**src/rtl/assert_macros.svh**
```systemverilog
// ----------------------------------------------------------------------------
// Assertion macros
// Shared concurrent assertion forms. Each form samples on clk and is
// disabled while rst_n is low. Defining SYNTH turns every use into nothing.
// ----------------------------------------------------------------------------
`ifndef ASSERT_MACROS_SVH
`define ASSERT_MACROS_SVH

`ifndef SYNTH

// The expression holds at every clock edge.
`define ASSERT_ALWAYS(lbl, expr, msg) \
  lbl: assert property (@(posedge clk) disable iff (!rst_n) (expr)) else $error(msg);

// When ante holds, cons holds at the same edge.
`define ASSERT_IMPLIES(lbl, ante, cons, msg) \
  lbl: assert property (@(posedge clk) disable iff (!rst_n) (ante) |-> (cons)) \
    else $error(msg);

// When ante holds, cons holds at the next edge.
`define ASSERT_NEXT(lbl, ante, cons, msg) \
  lbl: assert property (@(posedge clk) disable iff (!rst_n) (ante) |=> (cons)) \
    else $error(msg);

`else

`define ASSERT_ALWAYS(lbl, expr, msg)
`define ASSERT_IMPLIES(lbl, ante, cons, msg)
`define ASSERT_NEXT(lbl, ante, cons, msg)

`endif

`endif

```
**src/rtl/tbw_pkg.sv**
```systemverilog
`timescale 1ns / 1ps
// ----------------------------------------------------------------------------
// tbw_pkg
// Types, codes and constant tables of the tile background and window
// pixel generator.
// ----------------------------------------------------------------------------
package tbw_pkg;

  // Function codes of an input beat.
  localparam logic [1:0] FUNC_VRAM_WR = 2'd0;
  localparam logic [1:0] FUNC_PAL_WR  = 2'd1;
  localparam logic [1:0] FUNC_PIXEL   = 2'd2;

  // Configuration register indexes.
  localparam logic [2:0] CFG_LCDC       = 3'd0;
  localparam logic [2:0] CFG_SCROLL_X   = 3'd1;
  localparam logic [2:0] CFG_SCROLL_Y   = 3'd2;
  localparam logic [2:0] CFG_WINDOW_X   = 3'd3;
  localparam logic [2:0] CFG_WINDOW_Y   = 3'd4;
  localparam logic [2:0] CFG_BG_PALETTE = 3'd5;
  localparam logic [2:0] CFG_COLOR_MODE = 3'd6;

  // Reset values of the registers.
  localparam logic [7:0] LCDC_RESET       = 8'd145;
  localparam logic [7:0] BG_PALETTE_RESET = 8'd252;

  // LCD control bit positions.
  localparam int LCDC_ENABLE   = 0;
  localparam int LCDC_BG_MAP   = 3;
  localparam int LCDC_UNSIGNED = 4;
  localparam int LCDC_WIN_EN   = 5;
  localparam int LCDC_WIN_MAP  = 6;

  // Tile map bases.
  localparam logic [12:0] MAP_BASE_LO = 13'h1800;
  localparam logic [12:0] MAP_BASE_HI = 13'h1C00;

  // Each video bank and the palette memory are split into an even and an
  // odd half, so that both bytes of a pair at an even address read in the same cycle.
  localparam int VRAM_HALF_DEPTH = 4096;
  localparam int PAL_HALF_DEPTH  = 32;
  localparam int VRAM_AW         = $clog2(VRAM_HALF_DEPTH);
  localparam int PAL_AW          = $clog2(PAL_HALF_DEPTH);
  localparam int QUEUE_DEPTH     = 2;

  typedef struct packed {
    logic [7:0] lcd_control;
    logic [7:0] scroll_x;
    logic [7:0] scroll_y;
    logic [7:0] window_x;
    logic [7:0] window_y;
    logic [7:0] bg_palette_map;
    logic       color_mode;
  } cfg_t;

  typedef enum logic [1:0] {
    OP_VRAM_WR,
    OP_PAL_WR,
    OP_PIXEL,
    OP_BLANK
  } op_t;

  // One queued job. For a pixel, addr holds the tile map address.
  typedef struct packed {
    op_t        op;
    logic       bank;
    logic [12:0] addr;
    logic [7:0] data;
    logic [2:0] fine_x;
    logic [2:0] fine_y;
  } entry_t;

  // floor(c * 255 / 31) for a 5-bit channel.
  localparam logic [7:0] SCALE5 [32] = '{
    8'd0,   8'd8,   8'd16,  8'd24,  8'd32,  8'd41,  8'd49,  8'd57,
    8'd65,  8'd74,  8'd82,  8'd90,  8'd98,  8'd106, 8'd115, 8'd123,
    8'd131, 8'd139, 8'd148, 8'd156, 8'd164, 8'd172, 8'd180, 8'd189,
    8'd197, 8'd205, 8'd213, 8'd222, 8'd230, 8'd238, 8'd246, 8'd255
  };

  // The four fixed mono shades.
  localparam logic [7:0] SHADE_R [4] = '{8'd224, 8'd140, 8'd72, 8'd24};
  localparam logic [7:0] SHADE_G [4] = '{8'd232, 8'd160, 8'd88, 8'd32};
  localparam logic [7:0] SHADE_B [4] = '{8'd184, 8'd112, 8'd72, 8'd28};

  function automatic logic [15:0] pack565(logic [7:0] r, logic [7:0] g, logic [7:0] b);
    return {r[7:3], g[7:2], b[7:3]};
  endfunction

  function automatic logic [15:0] shade565(logic [1:0] s);
    return pack565(SHADE_R[s], SHADE_G[s], SHADE_B[s]);
  endfunction

  // v is a 15-bit BGR palette entry.
  function automatic logic [15:0] palette565(logic [14:0] v);
    return pack565(SCALE5[v[4:0]], SCALE5[v[9:5]], SCALE5[v[14:10]]);
  endfunction

endpackage

```
**src/rtl/tbw_front.sv**
```systemverilog
`timescale 1ns / 1ps
// ----------------------------------------------------------------------------
// tbw_front
// Input side: classifies each beat and, for a pixel request, picks window
// or scrolled background and forms the tile map address.
// ----------------------------------------------------------------------------
module tbw_front import tbw_pkg::*; #(
  parameter int SCREEN_WIDTH  = 160,
  parameter int SCREEN_HEIGHT = 144
) (
  input  logic        in_valid,
  input  logic [1:0]  in_func,
  input  logic        in_bank,
  input  logic [12:0] in_address,
  input  logic [7:0]  in_write_data,
  input  logic [7:0]  in_pixel_x,
  input  logic [7:0]  in_pixel_y,
  input  cfg_t        cfg,
  input  logic        q_full,
  output logic        push,
  output entry_t      push_entry
);

  // The window left edge is window_x - 7; compares are shifted by 7 so that
  // everything stays unsigned.
  localparam logic [9:0] WIN_X_LIMIT = 10'(SCREEN_WIDTH + 7);
  localparam logic [9:0] WIN_Y_LIMIT = 10'(SCREEN_HEIGHT);

  logic       win_hit;
  logic       map_sel;
  logic [7:0] mx;
  logic [7:0] my;
  logic       keep;

  always_comb begin
    win_hit = cfg.lcd_control[LCDC_WIN_EN]
            && (({2'b00, in_pixel_x} + 10'd7) >= {2'b00, cfg.window_x})
            && (in_pixel_y >= cfg.window_y)
            && ({2'b00, cfg.window_x} < WIN_X_LIMIT)
            && ({2'b00, cfg.window_y} < WIN_Y_LIMIT);

    if (win_hit) begin
      mx      = in_pixel_x + 8'd7 - cfg.window_x;
      my      = in_pixel_y - cfg.window_y;
      map_sel = cfg.lcd_control[LCDC_WIN_MAP];
    end else begin
      mx      = in_pixel_x + cfg.scroll_x;
      my      = in_pixel_y + cfg.scroll_y;
      map_sel = cfg.lcd_control[LCDC_BG_MAP];
    end

    push_entry.bank   = in_bank;
    push_entry.data   = in_write_data;
    push_entry.fine_x = mx[2:0];
    push_entry.fine_y = my[2:0];
    push_entry.addr   = in_address;
    push_entry.op     = OP_VRAM_WR;
    keep              = 1'b1;

    case (in_func)
      FUNC_VRAM_WR: push_entry.op = OP_VRAM_WR;
      FUNC_PAL_WR:  push_entry.op = OP_PAL_WR;
      FUNC_PIXEL: begin
        push_entry.addr = (map_sel ? MAP_BASE_HI : MAP_BASE_LO) | {3'b000, my[7:3], mx[7:3]};
        push_entry.op   = cfg.lcd_control[LCDC_ENABLE] ? OP_PIXEL : OP_BLANK;
      end
      default: keep = 1'b0;  // unused code: the beat is taken and dropped
    endcase
  end

  assign push = in_valid && !q_full && keep;

endmodule

```
**config.mk**
```make
export PLATFORM = sky130hd
export DESIGN_NAME = tbw_front
export DESIGN_NICKNAME = d
export VERILOG_FILES = /design/src/rtl/assert_macros.svh /design/src/rtl/tbw_pkg.sv /design/src/rtl/tbw_front.sv
export SDC_FILE = /design/constraint.sdc
export NUM_CORES = 1
export LEC_CHECK = 0
export BUFFER_PORTS_ARGS = -buffer_cell sky130_fd_sc_hd__buf_4
export CAP_MARGIN = 5
export CELL_PAD_IN_SITES_DETAIL_PLACEMENT = 0
export CELL_PAD_IN_SITES_GLOBAL_PLACEMENT = 1
export CORE_MARGIN = 2
export CORE_UTILIZATION = 31
export DETAILED_ROUTE_END_ITERATION = 10
export GPL_TIMING_DRIVEN = 1
export PLACE_DENSITY = 0.95
export RECOVER_POWER = 100
export SLEW_MARGIN = 20
export SYNTH_ARGS = -nofsm -noshare
export SYNTH_HDL_FRONTEND = slang
export SYNTH_SLANG_ARGS = --single-unit
```
**constraint.sdc**
```tcl
create_clock -name vclk -period 6.2
set_input_delay 1.55 -clock vclk [all_inputs]
set_output_delay 1.55 -clock vclk [all_outputs]
set_load 0.01 [all_outputs]
```
==> results list <==
- GRT Overall Usage: 16.7%
- The congestion estimate from routability-driven global placement came to 0.878.
* Tcrit/Tclk final: 97.0%
* Min cycle time layout: about 6000 ps
- around 120 I/O pins were placed.
* Max Fanout on Critical Path: 12
* Family with the most delay on the worst path: compound AO/OA/AOI/OAI gates
- The flow ran to the end, and the final reports show no timing, DRC or antenna violations.
- DRT antenna net count: 0
- Buffer and inverter count on the worst path: 4
- Setup violations remaining at the end of the flow were counted as 0.
- Synthesis produced 295 cells.
* Post-DR vias/cell: 5.25
- Startpoint-to-endpoint class of the critical path: in -> out
- Final core area utilization: 41.3%
- First DRT Iteration DRCs: 61
- Area post-placement: 2830 um^2
- Once placement completed, the tool counted placed cells totaling 454.
- Entering global routing, the biggest net connects 22 pins.
* CP peak stage delay: 470 ps
* Core Footprint: 6680 um^2
- Power Density: 93.1 nW/um^2
- Area taken by flip-flops and latches: 0 um^2
- With fillers left out, the area of the finished cells amounts to 2760 um^2.
- The number of antenna violations at the first check in global routing was 0.
* Cell with the largest stage delay on the worst path: or4_1
- Min-delay src: in_write_data[4]
* Leakage power summed over all cells: around 1.4 nW
- Tracing the worst setup path back leads to its startpoint at in_pixel_x[1].
- By instance count, the cell type seen most on the critical path is buf_4.
* Net count after synthesis: between 400 and 500
- Starting Density: 31.6%
- At the pin with the least slew margin, the transition time is 682 ps.
- The die covers 7500 um^2.
* Synthesized area per cell: 7.17 um^2
* Wire length of the first global-routing pass: 10,600 um
- Count of antenna diodes in the layout: 0
- In the final routed layout, each cell accounts on average for 14.0 um.
- Post-Syn Area: 2110 um^2
- The tightest min-delay check is of the in -> out type.
- Arrival time at the worst endpoint: 4470 ps
- Required @ worst endpoint: 4650 ps
* Number of global-route vias before repair: 2,354
* Detailed-placement wirelength estimate: 5530 um
* Headroom to the max-slew limit: 54.5%
* Top achievable clock speed: 166 MHz
* Final WL: roughly 6400 um
- At the end of the flow, the number of nets in the layout was 518.
* Clock buffers: 0
- The first TritonRoute pass finished after 4 iterations.
- Relative to the synthesized area, the layout overhead comes to 30.4%.
- Sequential cell count: 0
- Worst voltage drop across the vdd grid: 0.0000305 V
- Netlist cell types: 47
- The routed layout has 2,383 vias.
* Number of hold-slack violations in the final timing report: 0
* Synth Warn #: 0
- Adding up every negative setup slack in the final design gives 0 ps.
* Max-cap violation count: 0
- STA classifies the critical path startpoint as a primary input.
- Proportion of layout cells with a drive suffix above 1: 21.4%
* # DRC: 0
* Number of input and output port buffers inserted: 91
- Sequence of cells on the critical path: buf_4 -> inv_1 -> ha_1 -> nand2b_1 -> and4_1 -> xor2_1 -> ha_1 -> or4_1 -> o21ai_0 -> a22oi_1 -> buf_4 -> a211o_1 -> a31oi_1 -> buf_4
- Once layout is complete, the cells apart from fillers number around 450.
* Slew Limit Fails: 0
- STA classifies the critical path endpoint as a primary output.
- Row generation in the floorplan step produced 30 rows.
* Remaining global-route overflow: 0
- Height of the die: about 87 um
* RSZ-0062 raised after global routing: no
- Register area share after synthesis: 0%
- Die Span X: 86.6 um
[cell usage in the layout, fill, tap and decap left out, types with 5 or more instances in the layout]
master    count
nor3_1       14
a21oi_1      14
clkbuf_1     19
nand3_1      11
ha_1         47
xnor2_1      18
a31oi_1      11
xor2_1        9
inv_1        39
o21ai_0      17
buf_4        75
nor2_1       21
o211ai_1      5
nand2_1       9
nand2b_1      5
[final timing paths]
check	slack, ps	endpoint	cells past startpoint
hold / removal	3100	push_entry[10]	0
setup / recovery	180	push_entry[15]	14
[through the flow]
| step | power [mW] | hold slack [ps] | setup slack (ps) |
|---|---|---|---|
| 6_report | 0.257 | 3100 | 185 |
| 5_1_grt | 0.290 | 3100 | 7.47 |
| 4_1_cts | 0.268 | 3100 | 140 |
| 3_5_place_dp | 0.267 | 3100 | 147 |
| 3_3_place_gp | 0.261 | 3100 | 186 |
| 2_1_floorplan | 0.170 | 3150 | 812 |
[report_power, final]
| part | internal (mW) | total (mW) | switching (mW) |
|---|---|---|---|
| Clock | 0 | 0 | 0 |
| Sequential | 0 | 0 | 0 |
| Combinational | 0.122 | 0.257 | 0.135 |
| Total | 0.122 | 0.257 | 0.135 |
[cells in the mapped netlist (3+ instances only)]
library cell  instances  area share, %
ha_1                 47             28
inv_1                39            6.9
nor2_1               21            3.7
xnor2_1              18            7.5
o21ai_0              17            4.0
a21oi_1              14            3.3
nor3_1               14            3.3
a31oi_1              11            3.3
nand3_1              11            2.6
buf_4                 9            3.2
nand2_1               9            1.6
xor2_1                9            3.7
nand2b_1              5            1.5
o211ai_1              5            1.8
a211oi_1              4            1.4
fa_1                  4            3.8
o2111ai_1             4            1.7
o21a_1                4            1.4
a21o_1                3            1.1
a22o_1                3            1.2
clkbuf_1              3           0.53
o21bai_1              3            1.1
o31ai_1               3            1.1
or2_2                 3           0.89
[what timing repair did]
item | in CTS | in global routing
hold buffers | 0 | 0
endpoints found under the setup margin | 0 | 6
gates resized for setup | 0 | 1
setup buffers | 0 | 0
[layout make-up]
class	count	area (um^2)
well taps	80	100
fillers	735	3920
inverters	39	146
repair buffers	94	634
multi-input cells	241	1880
[logic make-up after synthesis]
logic type | share of synthesized area, %
AO/OA/AOI/OAI | 26.3
XOR/XNOR | 11.2
multiplexers | 1.01
buffers and inverters | 11.3
adder cells (fa/ha/maj) | 31.6
AND/OR/NAND/NOR | 18.6
[layer usage]
layer / share of wire, % / GRT usage [%]
met1: 43 / 20.2
met2: 52 / 33.0
met3: 5.3 / 1.43
met4: 0.33 / 1.14
met5: 0 / 0
No activity file was read; power rests on OpenSTA's default activity.
