<file path="config.mk">
export PLATFORM = sky130hd
export DESIGN_NAME = tbw_queue
export DESIGN_NICKNAME = d
export VERILOG_FILES = /design/src/rtl/tbw_pkg.sv /design/src/rtl/tbw_queue.sv
export VERILOG_INCLUDE_DIRS = /design/src /design/src/rtl
export SDC_FILE = /design/constraint.sdc
export NUM_CORES = 1
export LEC_CHECK = 0
export BUFFER_PORTS_ARGS = -buffer_cell sky130_fd_sc_hd__buf_2
export CORE_ASPECT_RATIO = 0.7
export CORE_MARGIN = 5
export CORE_UTILIZATION = 55
export CTS_CLUSTER_DIAMETER = 60
export DETAILED_ROUTE_END_ITERATION = 6
export PLACE_DENSITY = 0.83
export SYNTH_ARGS = -nofsm -noshare
export SYNTH_HDL_FRONTEND = slang
export SYNTH_SLANG_ARGS = --single-unit
</file>
<file path="constraint.sdc">
create_clock -name clk -period 4.1 [get_ports clk]
set_input_delay 0 -clock clk [delete_from_list [all_inputs] [get_ports clk]]
set_output_delay 0 -clock clk [all_outputs]
set_load 0.005 [all_outputs]
</file>
<file path="src/rtl/assert_macros.svh">
// ----------------------------------------------------------------------------
// Assertion macros
// Shared concurrent assertion forms. Each form samples on clk and is
// disabled while rst_n is low. Defining SYNTH turns every use into nothing.
// ----------------------------------------------------------------------------
`ifndef ASSERT_MACROS_SVH
`define ASSERT_MACROS_SVH

`ifndef SYNTH

// The expression holds at every clock edge.
`define ASSERT_ALWAYS(lbl, expr, msg) \
  lbl: assert property (@(posedge clk) disable iff (!rst_n) (expr)) else $error(msg);

// When ante holds, cons holds at the same edge.
`define ASSERT_IMPLIES(lbl, ante, cons, msg) \
  lbl: assert property (@(posedge clk) disable iff (!rst_n) (ante) |-> (cons)) \
    else $error(msg);

// When ante holds, cons holds at the next edge.
`define ASSERT_NEXT(lbl, ante, cons, msg) \
  lbl: assert property (@(posedge clk) disable iff (!rst_n) (ante) |=> (cons)) \
    else $error(msg);

`else

`define ASSERT_ALWAYS(lbl, expr, msg)
`define ASSERT_IMPLIES(lbl, ante, cons, msg)
`define ASSERT_NEXT(lbl, ante, cons, msg)

`endif

`endif

</file>
<file path="src/rtl/tbw_pkg.sv">
`timescale 1ns / 1ps
// ----------------------------------------------------------------------------
// tbw_pkg
// Types, codes and constant tables of the tile background and window
// pixel generator.
// ----------------------------------------------------------------------------
package tbw_pkg;

  // Function codes of an input beat.
  localparam logic [1:0] FUNC_VRAM_WR = 2'd0;
  localparam logic [1:0] FUNC_PAL_WR  = 2'd1;
  localparam logic [1:0] FUNC_PIXEL   = 2'd2;

  // Configuration register indexes.
  localparam logic [2:0] CFG_LCDC       = 3'd0;
  localparam logic [2:0] CFG_SCROLL_X   = 3'd1;
  localparam logic [2:0] CFG_SCROLL_Y   = 3'd2;
  localparam logic [2:0] CFG_WINDOW_X   = 3'd3;
  localparam logic [2:0] CFG_WINDOW_Y   = 3'd4;
  localparam logic [2:0] CFG_BG_PALETTE = 3'd5;
  localparam logic [2:0] CFG_COLOR_MODE = 3'd6;

  // Reset values of the registers.
  localparam logic [7:0] LCDC_RESET       = 8'd145;
  localparam logic [7:0] BG_PALETTE_RESET = 8'd252;

  // LCD control bit positions.
  localparam int LCDC_ENABLE   = 0;
  localparam int LCDC_BG_MAP   = 3;
  localparam int LCDC_UNSIGNED = 4;
  localparam int LCDC_WIN_EN   = 5;
  localparam int LCDC_WIN_MAP  = 6;

  // Tile map bases.
  localparam logic [12:0] MAP_BASE_LO = 13'h1800;
  localparam logic [12:0] MAP_BASE_HI = 13'h1C00;

  // Each video bank and the palette memory are split into an even and an
  // odd half, so that both bytes of a pair at an even address read in the same cycle.
  localparam int VRAM_HALF_DEPTH = 4096;
  localparam int PAL_HALF_DEPTH  = 32;
  localparam int VRAM_AW         = $clog2(VRAM_HALF_DEPTH);
  localparam int PAL_AW          = $clog2(PAL_HALF_DEPTH);
  localparam int QUEUE_DEPTH     = 2;

  typedef struct packed {
    logic [7:0] lcd_control;
    logic [7:0] scroll_x;
    logic [7:0] scroll_y;
    logic [7:0] window_x;
    logic [7:0] window_y;
    logic [7:0] bg_palette_map;
    logic       color_mode;
  } cfg_t;

  typedef enum logic [1:0] {
    OP_VRAM_WR,
    OP_PAL_WR,
    OP_PIXEL,
    OP_BLANK
  } op_t;

  // One queued job. For a pixel, addr holds the tile map address.
  typedef struct packed {
    op_t        op;
    logic       bank;
    logic [12:0] addr;
    logic [7:0] data;
    logic [2:0] fine_x;
    logic [2:0] fine_y;
  } entry_t;

  // floor(c * 255 / 31) for a 5-bit channel.
  localparam logic [7:0] SCALE5 [32] = '{
    8'd0,   8'd8,   8'd16,  8'd24,  8'd32,  8'd41,  8'd49,  8'd57,
    8'd65,  8'd74,  8'd82,  8'd90,  8'd98,  8'd106, 8'd115, 8'd123,
    8'd131, 8'd139, 8'd148, 8'd156, 8'd164, 8'd172, 8'd180, 8'd189,
    8'd197, 8'd205, 8'd213, 8'd222, 8'd230, 8'd238, 8'd246, 8'd255
  };

  // The four fixed mono shades.
  localparam logic [7:0] SHADE_R [4] = '{8'd224, 8'd140, 8'd72, 8'd24};
  localparam logic [7:0] SHADE_G [4] = '{8'd232, 8'd160, 8'd88, 8'd32};
  localparam logic [7:0] SHADE_B [4] = '{8'd184, 8'd112, 8'd72, 8'd28};

  function automatic logic [15:0] pack565(logic [7:0] r, logic [7:0] g, logic [7:0] b);
    return {r[7:3], g[7:2], b[7:3]};
  endfunction

  function automatic logic [15:0] shade565(logic [1:0] s);
    return pack565(SHADE_R[s], SHADE_G[s], SHADE_B[s]);
  endfunction

  // v is a 15-bit BGR palette entry.
  function automatic logic [15:0] palette565(logic [14:0] v);
    return pack565(SCALE5[v[4:0]], SCALE5[v[9:5]], SCALE5[v[14:10]]);
  endfunction

endpackage

</file>
<file path="src/rtl/tbw_queue.sv">
`timescale 1ns / 1ps
// ----------------------------------------------------------------------------
// tbw_queue
// Short FIFO of classified jobs between the front and the back.
// ----------------------------------------------------------------------------
`include "assert_macros.svh"

module tbw_queue import tbw_pkg::*; #(
  parameter int DEPTH = 2
) (
  input  logic   clk,
  input  logic   rst_n,
  input  logic   push,
  input  entry_t push_entry,
  output logic   full,
  input  logic   pop,
  output logic   head_valid,
  output entry_t head
);

  localparam int PTR_W = (DEPTH > 1) ? $clog2(DEPTH) : 1;
  localparam int CNT_W = $clog2(DEPTH + 1);
  localparam logic [PTR_W-1:0] PTR_LAST = PTR_W'(DEPTH - 1);
  localparam logic [CNT_W-1:0] CNT_FULL = CNT_W'(DEPTH);

  entry_t           slot_r [DEPTH];
  logic [PTR_W-1:0] wptr_r, wptr_nxt;
  logic [PTR_W-1:0] rptr_r, rptr_nxt;
  logic [CNT_W-1:0] count_r, count_nxt;

  always_comb begin
    wptr_nxt  = wptr_r;
    rptr_nxt  = rptr_r;
    count_nxt = count_r;
    if (push) begin
      wptr_nxt = (wptr_r == PTR_LAST) ? '0 : wptr_r + 1'b1;
    end
    if (pop) begin
      rptr_nxt = (rptr_r == PTR_LAST) ? '0 : rptr_r + 1'b1;
    end
    if (push && !pop) begin
      count_nxt = count_r + 1'b1;
    end else if (pop && !push) begin
      count_nxt = count_r - 1'b1;
    end
  end

  always_ff @(posedge clk) begin
    if (!rst_n) begin
      wptr_r  <= '0;
      rptr_r  <= '0;
      count_r <= '0;
    end else begin
      wptr_r  <= wptr_nxt;
      rptr_r  <= rptr_nxt;
      count_r <= count_nxt;
    end
    if (push) begin
      slot_r[wptr_r] <= push_entry;
    end
  end

  assign full       = (count_r == CNT_FULL);
  assign head_valid = (count_r != '0);
  assign head       = slot_r[rptr_r];

  `ASSERT_IMPLIES(a_no_overflow, push, !full, "job pushed into a full queue")
  `ASSERT_IMPLIES(a_no_underflow, pop, head_valid, "job popped from an empty queue")
  `ASSERT_NEXT(a_count_up, push && !pop, count_r == $past(count_r) + 1'b1,
    "queue fill count did not follow a push")

endmodule

</file>
==> impl_metrics.toml <==
[floorplan]
core_area_sq_um = 4250
initial_core_util_pct = 55.9
die_y_um = 65.0
io_pins = 66
dieArea_sq_um = 5760
die_w_um = 88.6
rows = 20

[placement]
port-buffer-count = 65
dpl_cell_area_sq_um = 2780
finalWeightedCongestion = 0.736
dpl.hpwl_mm = 2.66
dp_slack_ns = 2.59

[cts]
clockRootBuffer = "clkbuf_8"
postCtsSetupBuffers = 0
clockBufferDepth = 2
worstSkewPairLatency_ns = 0.32
cts_tree = "built"
path_clk_slew_ns = 0.06
cts.sinks = 65
cts_resized = 0
htreeDepth = 3
numCtsBuffers = 9

[sta]
fmax_mhz = 557
setup_slack_ns = 2.31
tns_ns = 0
rsz0062_at_grt = "false"
final_hold_viol_count = 0
drv_slew = 0
skew_ns = 0.00471
fin_crit_sh_pct = 43.8
relSlewSlack_pct = 64.4
setup_viol = 0
post-route-min-period_ns = 1.79
tightest_slew_ns = 0.532

[routing]
drtPass1Iterations = 4
totalWireLength_mm = 4.26
drcViolationCount = 0
drt_iter0_drc = 63
vias = 1337
ant_nets = 0
vias_per_cell = 4.74
wl_per_cell_um = 15.1

[finish]
nFillCells = 269
syn_to_final_growth_pct = 37.2
final_area_sq_um = 3260
drive_gt1_share_pct = 49.3
n_antenna_cell = 0
regArea_sq_um = 1900
multi_input_area_sq_um = 458
nets = 257

[critical_path]
end_kind = "output pin"
critical_path.max_fanout = 21
worst_r2r_endpoint = "slot_r[0][23]$_DFFE_PP_"
start_kind = "flip-flop"
r2r_setup_slack_ns = 2.61
r2r_start = "wptr_r$_SDFFE_PN0P_"
worst_ep_required_time_ns = 4.10
crit_type = "reg2out"
arrival_ns = 1.79
rr_worst_depth = 2

[grt]
antenna_found_initial = 0
grt_pass1_wl_mm = 6.64
grt_max_degree = 31
grt_pass1_vias = 1423
grt_overflow_total = 0
grt.total_usage_pct = 16.1

[logic_synthesis]
yosys-top-cells-count = "edfxtp_1 (60), mux2_2 (30), dfxtp_1 (5)"
synthFlopType = "edfxtp_1"
syn_area_sq_um = 2380
synth-seq-area-share_pct = 80.0
syn_inst = 115
ys_ff_latch = 65
synth_edf_count = 60
ys_top_cells_by_area = "edfxtp_1 (76%), mux2_2 (14%), dfxtp_1 (4.2%)"
netlist.area_leader.share_pct = 75.8
synth.avg_cell_area_sq_um = 20.7
ys_types = 16
yosysTopAreaCell = "edfxtp_1"
yosysMostFrequentCell = "edfxtp_1"
ys_warn_count = 0
synthArstFlopShare_pct = 0
synth_nets = 150

[min_path]
hold_depth = 3
hold_path.class = "in2reg"
hp-start = "pop"

[power]
ir_worst_vdd_uv = 301
p_per_area_nw_per_um2 = 427
p_leak_nw = 1.26

[run]
max-cap-violations = 0

[status]
status = "completed"
==> per-layer routing <==
| metal | share of wire [%] | up-vias | track usage (%) |
|---|---|---|---|
| met1 | 41 | 626 | 18.0 |
| met3 | 6.6 | 6 | 5.84 |
| li1 | - | 657 | - |
| met2 | 51 | 48 | 28.0 |
| met4 | 1.0 | 0 | 6.23 |
| met5 | 0 | - | 0 |
==> flip-flops by register name, indices dropped and copies added, names as in the netlist, named ones only <==
signal,count
wptr_r,1
rptr_r,1
count_r,2
slot_r,60
==> where the power goes <==
| group | switching, mW | internal (mW) |
|---|---|---|
| Clock | 0.198 | 0.254 |
| Sequential | 0.0133 | 0.765 |
| Combinational | 0.0670 | 0.0955 |
==> cells in the final DEF (no fill, tap or decap) <==
| master | Yosys | final |
|---|---|---|
| buf_2 | 3 | 65 |
| edfxtp_1 | 60 | 60 |
| dlygate4sd3_1 | 0 | 31 |
| mux2_2 | 30 | 30 |
| clkbuf_8 | 0 | 11 |
| dfxtp_1 | 5 | 5 |
| clkbuf_1 | 0 | 5 |
| and2_1 | 4 | 4 |
| buf_4 | 0 | 3 |
| xor2_1 | 2 | 2 |
| inv_1 | 1 | 1 |
| and2b_2 | 1 | 1 |
| or2_2 | 1 | 1 |
| nor2b_2 | 0 | 1 |
| xnor2_1 | 1 | 1 |
| nor2b_1 | 2 | 1 |
| o21a_1 | 1 | 1 |
| o21ai_0 | 1 | 1 |
| or3_1 | 1 | 1 |
| a21boi_1 | 1 | 1 |
| ha_1 | 1 | 1 |
==> worst max-delay path by stage <==
| stage | startpoint | end | slack (ns) | depth (start not counted) |
|---|---|---|---|---|
| after floorplan | wptr_r$_SDFFE_PN0P_ | slot_r[0][0]$_DFFE_PP_ | 1.99 | 1 |
| after global placement | flip-flop | head[25] | 2.68 | 3 |
| after detailed placement | wptr_r$_SDFFE_PN0P_ | slot_r[0][13]$_DFFE_PP_ | 2.59 | 2 |
| after CTS | flip-flop | head[25] | 2.27 | 3 |
| after global routing | flip-flop | head[17] | 2.18 | 3 |
| final | flip-flop | head[17] | 2.31 | 3 |
==> kinds of logic (layout without fill, tap and decap cells) <==
| kind of cell | Yosys count | in the layout | share of synthesized area (%) |
|---|---|---|---|
| AOI/OAI and AO/OA | 3 | 3 | 0.843 |
| xor gates and xnor gates | 3 | 3 | 1.11 |
| adders and majority gates | 1 | 1 | 0.527 |
| buffers and inverters | 4 | 116 | 0.790 |
| DFF | 65 | 65 | 80.0 |
| muxes | 30 | 30 | 14.2 |
| and+or+nand+nor | 9 | 9 | 2.48 |
==> stage by stage <==
step,power (mW),hold WS (ns),std cells,util (%)
after global placement,0.925,0.188,235,65.4
after floorplan,0.864,0.0989,115,-
after detailed placement,0.933,0.192,235,65.4
final,1.39,0.0358,282,76.6
after CTS,1.41,0.0232,282,76.6
after global routing,1.45,0.0388,282,76.6
==> repair_timing <==
| action | 4_1_cts | 5_1_grt |
|---|---|---|
| endpoints found under the hold margin | 65 | 0 |
| setup endpoints to repair | 0 | 0 |
| hold buffers | 31 | 0 |
==> layout make-up <==
| type | instances | area share (%) |
|---|---|---|
| multi-input cells | 46 | 14.0 |
| clock buffers | 16 | 5.22 |
| flip-flops and latches | 65 | 58.3 |
| repair buffers | 99 | 20.2 |
| well taps | 55 | 2.11 |
| inverters | 1 | 0.115 |
==> critical path: stages, from the launching register on <==
cell     delay (ns)
dfxtp_1        0.58
buf_4          0.36
mux2_2         0.39
buf_2          0.14
(Power assumes the default switching activity.)
